**src/ppbd_pkg.sv**
```systemverilog
package ppbd_pkg;

   localparam int ADDR_WIDTH = 14;
   localparam int DATA_WIDTH = 8;

   localparam int NAMETABLE_BYTES_DEFAULT = 1024;
   localparam int PALETTE_ENTRIES_DEFAULT = 32;

   localparam logic [ADDR_WIDTH-1:0] NAMETABLE_BASE = 14'h2000;
   localparam logic [ADDR_WIDTH-1:0] NAMETABLE_LAST = 14'h3EFF;
   localparam logic [ADDR_WIDTH-1:0] MIRROR_BASE    = 14'h3000;
   localparam logic [ADDR_WIDTH-1:0] PALETTE_MASK   = 14'h001F;

   localparam logic FUNC_READ  = 1'b0;
   localparam logic FUNC_WRITE = 1'b1;

   localparam logic MIRROR_HORIZONTAL = 1'b0;
   localparam logic MIRROR_VERTICAL   = 1'b1;

   typedef enum logic [1:0] {
      REGION_CARTRIDGE,
      REGION_NAMETABLE,
      REGION_PALETTE
   } region_type;

   typedef struct packed {
      region_type region;
      logic       is_write;
   } access_ctrl_type;

endpackage

```
**src/ppbd_ram.sv**
```systemverilog
module ppbd_ram #(
   parameter int DEPTH = ppbd_pkg::PALETTE_ENTRIES_DEFAULT,
   localparam int Aw = $clog2(DEPTH)
) (
   input  logic                            clock,
   input  logic                            write_enable,
   input  logic                            read_enable,
   input  logic [Aw-1:0]                   addr,
   input  logic [ppbd_pkg::DATA_WIDTH-1:0] write_data,
   output logic [ppbd_pkg::DATA_WIDTH-1:0] read_data
);
   import ppbd_pkg::*;

   logic [DATA_WIDTH-1:0] mem [DEPTH];
   logic [DATA_WIDTH-1:0] read_data_ff;

   always_ff @(posedge clock) begin
      if (write_enable) begin
         mem[addr] <= write_data;
      end
      if (read_enable) begin
         read_data_ff <= mem[addr];
      end
   end

   assign read_data = read_data_ff;

endmodule

```
**config.mk**
```make
export PLATFORM = sky130hd
export DESIGN_NAME = ppbd_ram
export DESIGN_NICKNAME = d
export VERILOG_FILES = /design/src/ppbd_pkg.sv /design/src/ppbd_ram.sv
export SDC_FILE = /design/constraint.sdc
export NUM_CORES = 1
export LEC_CHECK = 0
export ABC_AREA = 0
export BUFFER_PORTS_ARGS = -buffer_cell sky130_fd_sc_hd__buf_2
export CORE_MARGIN = 2
export CORE_UTILIZATION = 62
export DETAILED_ROUTE_END_ITERATION = 10
export PLACE_DENSITY = 0.79
export SLEW_MARGIN = 0
export SYNTH_ARGS = -nofsm -noshare
export SYNTH_HDL_FRONTEND = slang
export SYNTH_SLANG_ARGS = --single-unit
```
**constraint.sdc**
```tcl
create_clock -name clock -period 2.65 [get_ports clock]
set_input_delay 0.265 -clock clock [delete_from_list [all_inputs] [get_ports clock]]
set_output_delay 0.265 -clock clock [all_outputs]
set_load 0.02 [all_outputs]
```
==> impl_metrics.py <==
metrics = {
    "route": {
        "vias_per_cell": 6.42,
        "routedWlPerCell_um": 25.4,
        "wirelength_um": 22200,
        "drc": 0,
        "drtIter0Drc": 681,
        "drtAntennaViolNets": 0,
        "num_vias": 5608,
        "dr.pass1.iters": 5,
    },
    "placed_design": {
        "gp_congestion": 0.951,
        "numPortBuffers": 23,
        "place_hpwl_um": 13600,
        "placed_cells_incl_taps": 827,
        "preCtsSetupSlack_ps": 86.3,
        "dpl_cell_area_um2": 10800,
    },
    "synthesis": {
        "synthTopCellsByArea": "edfxtp_1, mux2i_1, o22ai_1, buf_2, nor2_1",
        "ys.flop_type": "edfxtp_1",
        "yosys-top-cells-count": "edfxtp_1, mux2i_1, o22ai_1",
        "avgSynthCellArea_um2": 17.9,
        "yosys.area.top_type": "edfxtp_1",
        "ys_warn_count": 0,
        "syn_inst": 576,
        "yosysUniqueCellTypes": 23,
        "synth_edf_count": 264,
        "async_flop_share_pct": 0,
        "synth_top_family_by_area": "multiplexers",
        "synth_top_area_share_pct": 77.1,
        "yosysSeqAreaShare_pct": 77.1,
        "synth-simple-area-share_pct": 4.82,
        "yosys_register_bits": 264,
        "synth_fa_ha_area_share_pct": 0,
        "synthXorXnorAreaFrac_pct": 0,
        "yosysMostFrequentCell": "edfxtp_1",
        "synth_compound_area_share_pct": 3.95,
        "synth.net_count": 592,
        "syn_area_um2": 10300,
        "synth_mux_area_share_pct": 12.5,
    },
    "final_layout": {
        "n_antenna_cell": 0,
        "final-instance-count-excl-fill": 874,
        "post-route-util_pct": 71.1,
        "area_growth_pct": 13.4,
        "nets": 651,
        "design_area_um2": 11700,
        "layout-drive-gt1-share_pct": 16.7,
    },
    "sta": {
        "slew_violations": 0,
        "rsz0062_at_grt": "no",
        "post-route-min-period_ps": 2230,
        "slew_headroom_pct": 46.9,
        "setup_violations": 0,
        "fin_crit_sh_pct": 84.3,
        "tns_ps": 0,
        "clock.fmax_ghz": 0.448,
        "tightest_slew_ps": 797,
        "layout_setup_ws_ps": 417,
        "hold_viol": 0,
        "holdWs_ps": 140,
        "skew_ps": 7.40,
    },
    "die": {
        "fp-row-count": 47,
        "initial_core_util_pct": 62.7,
        "fp.dieArea_um2": 17600,
        "coreArea_um2": 16400,
        "io_pins": 24,
        "die_w_um": 133,
        "die_h_um": 133,
    },
    "power_and_ir_drop": {
        "p_int_mw": 6.83,
        "comb_power_share_pct": 4.9,
        "p_clk_share_pct": 40.6,
        "power_mw": 8.59,
        "p_seq_share_pct": 54.5,
        "p_per_area_nw_per_um2": 737,
        "p_leak_nw": 4.11,
        "sw_frac_of_total_pct": 20.5,
        "vdd_drop_max_v": 0.000588,
        "switchingPower_mw": 1.76,
    },
    "cts": {
        "clk_pin_slew_ps": 60,
        "cts_setup_buffers": 0,
        "clkLatencyLatePin_ps": 520,
        "cts-root-buf": "clkbuf_16",
        "cts_made_buffers": 26,
        "cts_resized": 0,
        "tritoncts": "built",
        "clock-sinks": 264,
        "htreeDepth": 1,
        "ctsHoldBuffers": 0,
        "clock_path_buffers": 3,
    },
    "critical_path": {
        "cp-end-kind": "register",
        "arrival_ps": 2470,
        "path_max_fanout": 65,
        "start_kind": "primary input",
        "worstSetupPathType": "primary input to register",
        "cp.required_ps": 2890,
    },
    "global_routing": {
        "grt-ovfl-total": 0,
        "gr-usage-met3_pct": 3.64,
        "top_usage_layer": "met2",
        "grt_pass1_wl_um": 33900,
        "antenna_found_initial": 1,
        "globalRouteTotalUtil_pct": 26.0,
        "met1_usage_pct": 35.9,
        "grt_max_degree": 66,
        "grt_pass1_vias": 5600,
        "gr-usage-met2_pct": 43.0,
    },
    "outcome": {
        "status": "completed",
    },
    "run": {
        "max-cap-violations": 0,
    },
    "hold_path": {
        "hold_path_class": "primary input to register",
    },
}
-- logic make-up (layout without fill, tap and decap cells) --
family	after synthesis	count (layout)
and+or+nand+nor	85	85
buffers and inverters	35	113
AOI/OAI and AO/OA	64	64
muxes	128	128
DFF	264	264
-- placed cells by master (no fill, tap or decap) --
cell type | Yosys | layout
nor2_1 | 29 | 29
buf_2 | 22 | 22
clkinv_1 | 0 | 7
nand2_1 | 10 | 10
edfxtp_1 | 264 | 264
or4bb_1 | 1 | 1
nand3b_1 | 4 | 4
clkinv_2 | 0 | 8
buf_4 | 0 | 42
clkbuf_1 | 8 | 1
nor4_1 | 16 | 16
bufinv_16 | 0 | 2
buf_6 | 2 | 1
nand4b_1 | 4 | 4
or3_1 | 1 | 1
buf_12 | 0 | 1
or3b_2 | 3 | 3
or4_1 | 1 | 1
clkbuf_16 | 0 | 27
clkinvlp_4 | 0 | 1
or4b_1 | 4 | 4
clkinv_4 | 0 | 1
nand4bb_1 | 5 | 5
nand4_1 | 1 | 1
o22ai_1 | 63 | 63
nand3_1 | 2 | 2
mux2i_1 | 128 | 128
nor3_1 | 4 | 4
o22ai_2 | 1 | 1
-- final timing paths --
check / from / end / slack, ps / depth (start not counted)
max: addr[1] / read_data[2] / 420 / 7
min: read_enable / read_data[4] / 140 / 1
max reg2reg: mem[19][6] / read_data[6] / 830 / 4
min reg2reg: mem[20][6] / read_data[6] / 750 / 4
-- flip-flops by register name (all words and copies together), names as in the netlist --
signal     count
mem          256
read_data      8
-- worst max-delay path, cell delays in order --
cell	delay (ps)
buf_6	590
buf_12	310
buf_4	190
mux2i_1	220
o22ai_1	120
nor4_1	590
nand2_1	140
-- power by group through the flow --
stage	Clock, mW	Combinational (mW)	Sequential, mW
finish	3.49	0.418	4.68
global route	3.68	0.444	4.69
CTS	3.53	0.415	4.68
detailed placement	0	0.412	4.77
global placement	0	0.397	4.77
floorplan	0	0.219	4.78
-- layer usage --
| layer | vias to the layer above | wire length, um |
|---|---|---|
| li1 | 2445 | - |
| met1 | 2798 | 8400 |
| met2 | 306 | 11100 |
| met3 | 57 | 1810 |
| met4 | 2 | 833 |
| met5 | - | 13 |
-- layout make-up --
cell class                 instances  area (um^2)
sequential                       264         7930
multi-input combinational        277         2180
clock inverter                    19          143
clock buffer                      28          679
fill                             975         4740
timing repair buffer              66          457
tap                              220          275
No activity file was read; power rests on OpenSTA's default activity.
