**src/ppbd_pkg.sv**
```systemverilog
package ppbd_pkg;

   localparam int ADDR_WIDTH = 14;
   localparam int DATA_WIDTH = 8;

   localparam int NAMETABLE_BYTES_DEFAULT = 1024;
   localparam int PALETTE_ENTRIES_DEFAULT = 32;

   localparam logic [ADDR_WIDTH-1:0] NAMETABLE_BASE = 14'h2000;
   localparam logic [ADDR_WIDTH-1:0] NAMETABLE_LAST = 14'h3EFF;
   localparam logic [ADDR_WIDTH-1:0] MIRROR_BASE    = 14'h3000;
   localparam logic [ADDR_WIDTH-1:0] PALETTE_MASK   = 14'h001F;

   localparam logic FUNC_READ  = 1'b0;
   localparam logic FUNC_WRITE = 1'b1;

   localparam logic MIRROR_HORIZONTAL = 1'b0;
   localparam logic MIRROR_VERTICAL   = 1'b1;

   typedef enum logic [1:0] {
      REGION_CARTRIDGE,
      REGION_NAMETABLE,
      REGION_PALETTE
   } region_type;

   typedef struct packed {
      region_type region;
      logic       is_write;
   } access_ctrl_type;

endpackage

```
**src/ppbd_decode.sv**
```systemverilog
module ppbd_decode #(
   parameter int NAMETABLE_BYTES = ppbd_pkg::NAMETABLE_BYTES_DEFAULT,
   parameter int PALETTE_ENTRIES = ppbd_pkg::PALETTE_ENTRIES_DEFAULT,
   localparam int NtAw = $clog2(2 * NAMETABLE_BYTES),
   localparam int PalAw = $clog2(PALETTE_ENTRIES)
) (
   input  logic                          func,
   input  logic [ppbd_pkg::ADDR_WIDTH-1:0] address,
   input  logic                          mirroring_mode,
   output ppbd_pkg::access_ctrl_type     ctrl,
   output logic [NtAw-1:0]               nt_slot,
   output logic [PalAw-1:0]              pal_slot
);
   import ppbd_pkg::*;

   localparam int BankLsb = NtAw - 1;

   logic [ADDR_WIDTH-1:0] folded;
   logic [ADDR_WIDTH-1:0] offset;
   logic [1:0]            quadrant;
   logic                  bank;
   logic [ADDR_WIDTH-1:0] pal_masked;
   logic [PalAw-1:0]      pal_idx;

   always_comb begin
      ctrl.is_write = (func == FUNC_WRITE);
      if (address < NAMETABLE_BASE) begin
         ctrl.region = REGION_CARTRIDGE;
      end else if (address <= NAMETABLE_LAST) begin
         ctrl.region = REGION_NAMETABLE;
      end else begin
         ctrl.region = REGION_PALETTE;
      end
   end

   // 0x3000-0x3EFF mirrors 0x2000-0x2EFF
   assign folded   = (address >= MIRROR_BASE) ? (address - (MIRROR_BASE - NAMETABLE_BASE))
                                              : address;
   assign offset   = folded - NAMETABLE_BASE;
   assign quadrant = offset[BankLsb+1:BankLsb];
   assign bank     = (mirroring_mode == MIRROR_VERTICAL) ? quadrant[0] : quadrant[1];
   assign nt_slot  = {bank, folded[BankLsb-1:0]};

   // palette entries at multiples of four alias entry zero
   assign pal_masked = address & PALETTE_MASK;
   assign pal_idx    = pal_masked[PalAw-1:0];
   assign pal_slot   = (pal_idx[1:0] == 2'b00) ? '0 : pal_idx;

endmodule

```
**config.mk**
```make
export PLATFORM = sky130hd
export DESIGN_NAME = ppbd_decode
export DESIGN_NICKNAME = d
export VERILOG_FILES = /design/src/ppbd_pkg.sv /design/src/ppbd_decode.sv
export SDC_FILE = /design/constraint.sdc
export NUM_CORES = 1
export LEC_CHECK = 0
export BUFFER_PORTS_ARGS = -buffer_cell sky130_fd_sc_hd__buf_2
export CELL_PAD_IN_SITES_DETAIL_PLACEMENT = 1
export CELL_PAD_IN_SITES_GLOBAL_PLACEMENT = 1
export CORE_AREA = 2 2 39 41
export DETAILED_ROUTE_END_ITERATION = 7
export DIE_AREA = 0 0 41 43
export PLACE_DENSITY_LB_ADDON = 0.1
export SLEW_MARGIN = 10
export SYNTH_ARGS = -nofsm -noshare
export SYNTH_HDL_FRONTEND = slang
export SYNTH_SLANG_ARGS = --single-unit
```
**constraint.sdc**
```tcl
create_clock -name vclk -period 0.8
set_input_delay 0.04 -clock vclk [all_inputs]
set_output_delay 0.04 -clock vclk [all_outputs]
set_load 0.03 [all_outputs]
```
==> results of run 1 <==
## cell usage in the layout, fill, tap and decap left out
master / instances
mux2_4: 1
nor2_1: 1
nor3_2: 1
nand2_1: 1
nand3_1: 1
inv_1: 1
buf_2: 27
o21a_1: 1
nor2b_1: 3
## per-stage QoR
stage          cell area (um^2)  total power [mW]  utilization, %  setup WS, ps
2_1_floorplan               165             0.183               -           223
3_3_place_gp                223             0.187            16.1           164
3_5_place_dp                223             0.187            16.1           156
4_1_cts                     223             0.188            16.1           156
5_1_grt                     223             0.196            16.1           126
6_report                    223             0.185            16.1           159
## synthesized netlist by cell type
cell type,count,area (um^2)
nand2_1,1,3.75
inv_1,1,3.75
nor2_1,1,3.75
buf_4,12,90.1
clkbuf_1,2,7.51
o21a_1,1,7.51
nor3_2,1,10.0
nor2b_1,3,18.8
mux2_4,1,15.0
nand3_1,1,5.00
## how the worst max path moves through the flow
stage	to	startpoint	slack, ps
floorplan	ctrl[2]	address[11]	220
global placement	nt_slot[10]	mirroring_mode	160
detailed placement	nt_slot[10]	mirroring_mode	160
CTS	nt_slot[10]	mirroring_mode	160
global route	ctrl[1]	address[9]	130
finish	nt_slot[10]	mirroring_mode	160
## critical path: stages
cell    delay, ps
buf_2         100
mux2_4        280
buf_2         180
## power groups by stage
stage	Sequential [mW]	Clock (mW)	Combinational (mW)
2_1_floorplan	0	0	0.183
3_3_place_gp	0	0	0.187
3_5_place_dp	0	0	0.187
4_1_cts	0	0	0.188
5_1_grt	0	0	0.196
6_report	0	0	0.185
## layer usage
metal | global-route usage [%] | share of wire, %
met4 | 1.33 | 0.40
met2 | 10.9 | 63
met1 | 4.75 | 28
met5 | 0 | 0
met3 | 0 | 8.9
## kinds of logic (layout without fill, tap and decap cells)
group | after synthesis | after routing | share of synthesized area [%]
AOI/OAI and AO/OA | 1 | 1 | 4.55
muxes | 1 | 1 | 9.09
and+or+nand+nor | 7 | 7 | 25.0
buffers and inverters | 15 | 28 | 61.4
## cell type report
type                            instances  area [um^2]  area share, %
Timing Repair Buffer                   27          135           60.7
Tap cell                               16         20.0           8.99
Inverter                                1         3.75           1.69
Multi-Input combinational cell          9         63.8           28.7
==> out/summary.md, run 1 <==
Critical path
• critical path endpoint category: output pin
• type of the worst setup path: in2out
• Arr. time, crit path: 600 ps
• critical path required time: 760 ps
• maximum fanout along the worst path: 1
• type of origin of the critical path: input port

Place
• I/O Buffers: 27
• estimated wirelength of the detail-placed design: 504 um
• gpl congestion: 0.595
• number of placed instances with taps included: 53

Yosys
• average cell area after synthesis: 6.88 um^2
• Netlist Area Pre-Place: 165 um^2
• Syn. warnings: 0
• proportion of synthesized chip area in sequential cells: 0%
• number of distinct standard cells referenced by the synthesized netlist: 10
• Post-Synthesis Cells: 24
• number of nets in the synthesized netlist: 40

Global route
• wire length of the first global-routing pass: 696 um
• largest net degree at the start of global routing: 4
• grt ovf: 0
• vias in the first global route: 179
• number of antenna violations at the first check in global routing: 0
• total routing usage reported by global routing: 5.19%

STA
• maximum frequency from static timing analysis: 1.56 GHz
• Worst Tran Pin Value: 179 ps
• clock period minus final worst setup slack: 641 ps
• worst relative slew slack: 88.0%
• setup TNS: 0 ps
• count of final setup violators: 0
• final number of hold-violating endpoints: 0
• part of the cycle the worst path needs: 80.1%
• setup repair after global routing missed its margin: false
• worst hold slack after final layout: 80.0 ps
• max-slew violation count: 0

Detailed routing
• length of the first detailed-routing pass in iterations: 1
• average wire length per cell after detail routing: 9.51 um
• Detailed Route Iter0 Violations: 0
• via count: 174
• count of antenna-violating nets left after detailed routing: 0
• Final Routed Wirelength: 504 um
• Avg Vias per Cell: 3.28
• DRC viols: 0

Run status
• result of the run: finished clean

Power
• share of power burned in combinational logic: 100.0%
• power density over the cells: 831 nW/um^2
• largest vdd supply drop: 0.000195 V
• switching share of power: 66.3%
• NetSw: 0.123 mW
• static power due to leakage: 0.138 nW
• P_int: 0.0623 mW
• Sequential Power Share: 0%
• clock network fraction of total power: 0%

Die
• Std-Cell Core Area: 1380 um^2
• initial cell density of the core: 11.9%
• floorplan row count: 14
• Vert. Die Dim: 43 um
• full die area: 1760 um^2
• Die Wd: 41 um
• I/O pin count: 35

Clock tree
• postcts setup bufs: 0
• number of buffers added to fix hold violations after cts: 0
• count of instances resized after the clock tree is built: 0

Final layout
• ANT cells: 0
• number of sequential storage elements: 0
• share of final-layout standard cells stronger than drive strength 1: 78.4%
• area added between synthesis and finish: 34.8%
• non-filler instance count after layout: 53
• Reg area: 0 um^2
• Final #Nets: 55
• number of clock buffer instances in the layout: 0
• Filler Cells Inserted: 182

Flow run
• max cap viols: 0

Min path
• start point of the worst min-delay path: address[6]
• class of the tightest hold or removal check: in2out
• Hold Path Cell Cnt: 0
• Worst Hold Path EP: nt_slot[6]

(Power assumes the default switching activity.)
==> run 2: changes to the inputs <==
--- a/config.mk
+++ b/config.mk
@@ -5,12 +5,13 @@
 export SDC_FILE = /design/constraint.sdc
 export NUM_CORES = 1
 export LEC_CHECK = 0
+export ABC_AREA = 1
 export BUFFER_PORTS_ARGS = -buffer_cell sky130_fd_sc_hd__buf_2
 export CELL_PAD_IN_SITES_DETAIL_PLACEMENT = 1
 export CELL_PAD_IN_SITES_GLOBAL_PLACEMENT = 1
-export CORE_AREA = 2 2 39 41
+export CORE_MARGIN = 2
+export CORE_UTILIZATION = 13
 export DETAILED_ROUTE_END_ITERATION = 7
-export DIE_AREA = 0 0 41 43
 export PLACE_DENSITY_LB_ADDON = 0.1
 export SLEW_MARGIN = 10
 export SYNTH_ARGS = -nofsm -noshare
==> run 2 against run 1 <==
Effect of this change:
- wire length down 12%
- critical path depth up 2
- sequential cell count unchanged
- worst hold slack about the same
- final area increased by 3.4%
- non-clock buffer count did not move
- final cell count rose by 13%
- synthesized area rose by 5.3%
- via count up 20%
- largest cell class unchanged
- largest power group unchanged
- highest routed layer is now met3
==> out/summary.md, run 2 <==
Run status
• result of the run: finished clean

Clock tree
• postcts setup bufs: 0
• number of buffers added to fix hold violations after cts: 0
• count of instances resized after the clock tree is built: 0

Final layout
• ANT cells: 0
• leading cell types in the layout, fill and taps excluded: buf_2 (27), inv_1 (6), nor2_1 (5), nand2_1 (4)
• number of clock buffer instances in the layout: 0
• Filler Cells Inserted: 177
• area added between synthesis and finish: 32.4%
• share of the core filled with cells: 18.1%
• leading cell type in the layout, fill and taps excluded: buf_2
• Final #Nets: 63
• number of sequential storage elements: 0
• Reg area: 0 um^2
• share of final-layout standard cells stronger than drive strength 1: 62.2%

Global route
• number of antenna violations at the first check in global routing: 0
• vias in the first global route: 128
• grt ovf: 0
• total routing usage reported by global routing: 3.60%
• wire length of the first global-routing pass: 434 um
• largest net degree at the start of global routing: 4

Critical path
• critical path endpoint category: output pin
• CP bufs+invs: 3
• critical path's slowest cell: buf_2
• Arr. time, crit path: 630 ps
• critical path required time: 760 ps
• cell type with the highest occurrence count on the critical path: buf_2
• CP Cell Sequence: buf_2 > nand2_1 > inv_1 > a21oi_1 > buf_2
• type of origin of the critical path: input port
• maximum fanout along the worst path: 2
• type of the worst setup path: in2out
• Critical Path Max Stage Delay: 210 ps
• cell family with most CP delay: buffers and inverters

STA
• setup repair after global routing missed its margin: false
• part of the cycle the worst path needs: 83.3%
• clock period minus final worst setup slack: 666 ps
• maximum frequency from static timing analysis: 1.50 GHz
• max-slew violation count: 0
• count of final setup violators: 0
• setup TNS: 0 ps
• worst relative slew slack: 86.5%
• final number of hold-violating endpoints: 0
• Worst Tran Pin Value: 201 ps
• worst hold slack after final layout: 80.1 ps

Die
• Die Wd: 40.6 um
• floorplan row count: 13
• initial cell density of the core: 13.7%
• I/O pin count: 35
• Vert. Die Dim: 40.6 um
• full die area: 1650 um^2
• Std-Cell Core Area: 1270 um^2

Detailed routing
• via count: 208
• length of the first detailed-routing pass in iterations: 1
• uppermost layer routed: met3
• count of antenna-violating nets left after detailed routing: 0
• Met2 Routed Length: 239 um
• average wire length per cell after detail routing: 7.42 um
• met1 layer wirelength in the final routing: 144 um
• Detailed Route Iter0 Violations: 0
• Final Routed Wirelength: 445 um
• Avg Vias per Cell: 3.47
• DRC viols: 0
• met3 wire length: 61 um

Yosys
• top cells by instance count after synthesis: buf_4 (12), inv_1 (6), nor2_1 (5)
• number of distinct standard cells referenced by the synthesized netlist: 8
• synth top area cells: buf_4 (52%), inv_1 (13%), nor2_1 (11%), nand2_1 (8.6%), nor3_2 (5.8%)
• most frequently used cell type in the post-synthesis netlist: buf_4
• largest area contributor in the netlist: buf_4
• proportion of synthesized chip area in sequential cells: 0%
• Syn. warnings: 0
• Netlist Area Pre-Place: 174 um^2
• average cell area after synthesis: 5.43 um^2
• number of nets in the synthesized netlist: 48
• Post-Synthesis Cells: 32
• top cell type's share of synthesized area: 51.8%

Place
• gpl congestion: 0.564
• I/O Buffers: 27
• estimated wirelength of the detail-placed design: 436 um

Min path
• Hold Path Cell Cnt: 0
• class of the tightest hold or removal check: in2out
• Worst Hold Path EP: ctrl[0]
• start point of the worst min-delay path: func

Power
• power density over the cells: 796 nW/um^2
• static power due to leakage: 0.165 nW
• largest vdd supply drop: 0.000183 V
• Pwr Total: 0.183 mW

Flow run
• max cap viols: 0

[run 2: cell count changes after synthesis, sizes merged]
cell   change
inv        +5
a21oi      +1
o21a       -1
nand2      +3
nor2       +4
mux2       -1
nor2b      -3
o21ai      +1
nand3      -1
[run 2: logic make-up after synthesis]
kind of cell / Yosys count / share of synthesized area, %
and+or+nand+nor: 10 / 25.2
buffers and inverters: 20 / 69.1
AOI/OAI and AO/OA: 2 / 5.75
[run 2: layout make-up]
type	instances	area [um^2]	share of cell area, %
multi-input combinational	12	53.8	23.4
tap	15	18.8	8.15
inverter	6	22.5	9.78
timing repair buffer	27	135	58.7
[run 2: how the worst max path moves through the flow]
| stage | depth (start not counted) | startpoint | end | slack (ps) |
|---|---|---|---|---|
| final | 5 | address[9] | ctrl[1] | 130 |
| after global routing | 5 | address[9] | ctrl[1] | 80 |
| after CTS | 5 | address[9] | ctrl[1] | 120 |
| after detailed placement | 5 | address[9] | ctrl[1] | 120 |
| after global placement | 5 | address[9] | ctrl[1] | 160 |
| after floorplan | 3 | address[9] | ctrl[1] | 100 |
[run 2: routing by layer]
metal  vias up  track usage, %
met1        85            3.85
li1        105               -
met2        18            7.94
met5         -               0
met4         0               0
met3         0               0
[run 2: metrics by stage]
stage / instances / instance area (um^2) / worst slack, ps
after floorplan: 32 / 174 / 100
after global placement: 60 / 230 / 157
after detailed placement: 60 / 230 / 124
after CTS: 60 / 230 / 119
after global routing: 60 / 230 / 81.7
final: 60 / 230 / 134
[run 2: power by group]
part	internal (mW)	switching (mW)
Combinational	0.0572	0.126
Sequential	0	0
Clock	0	0
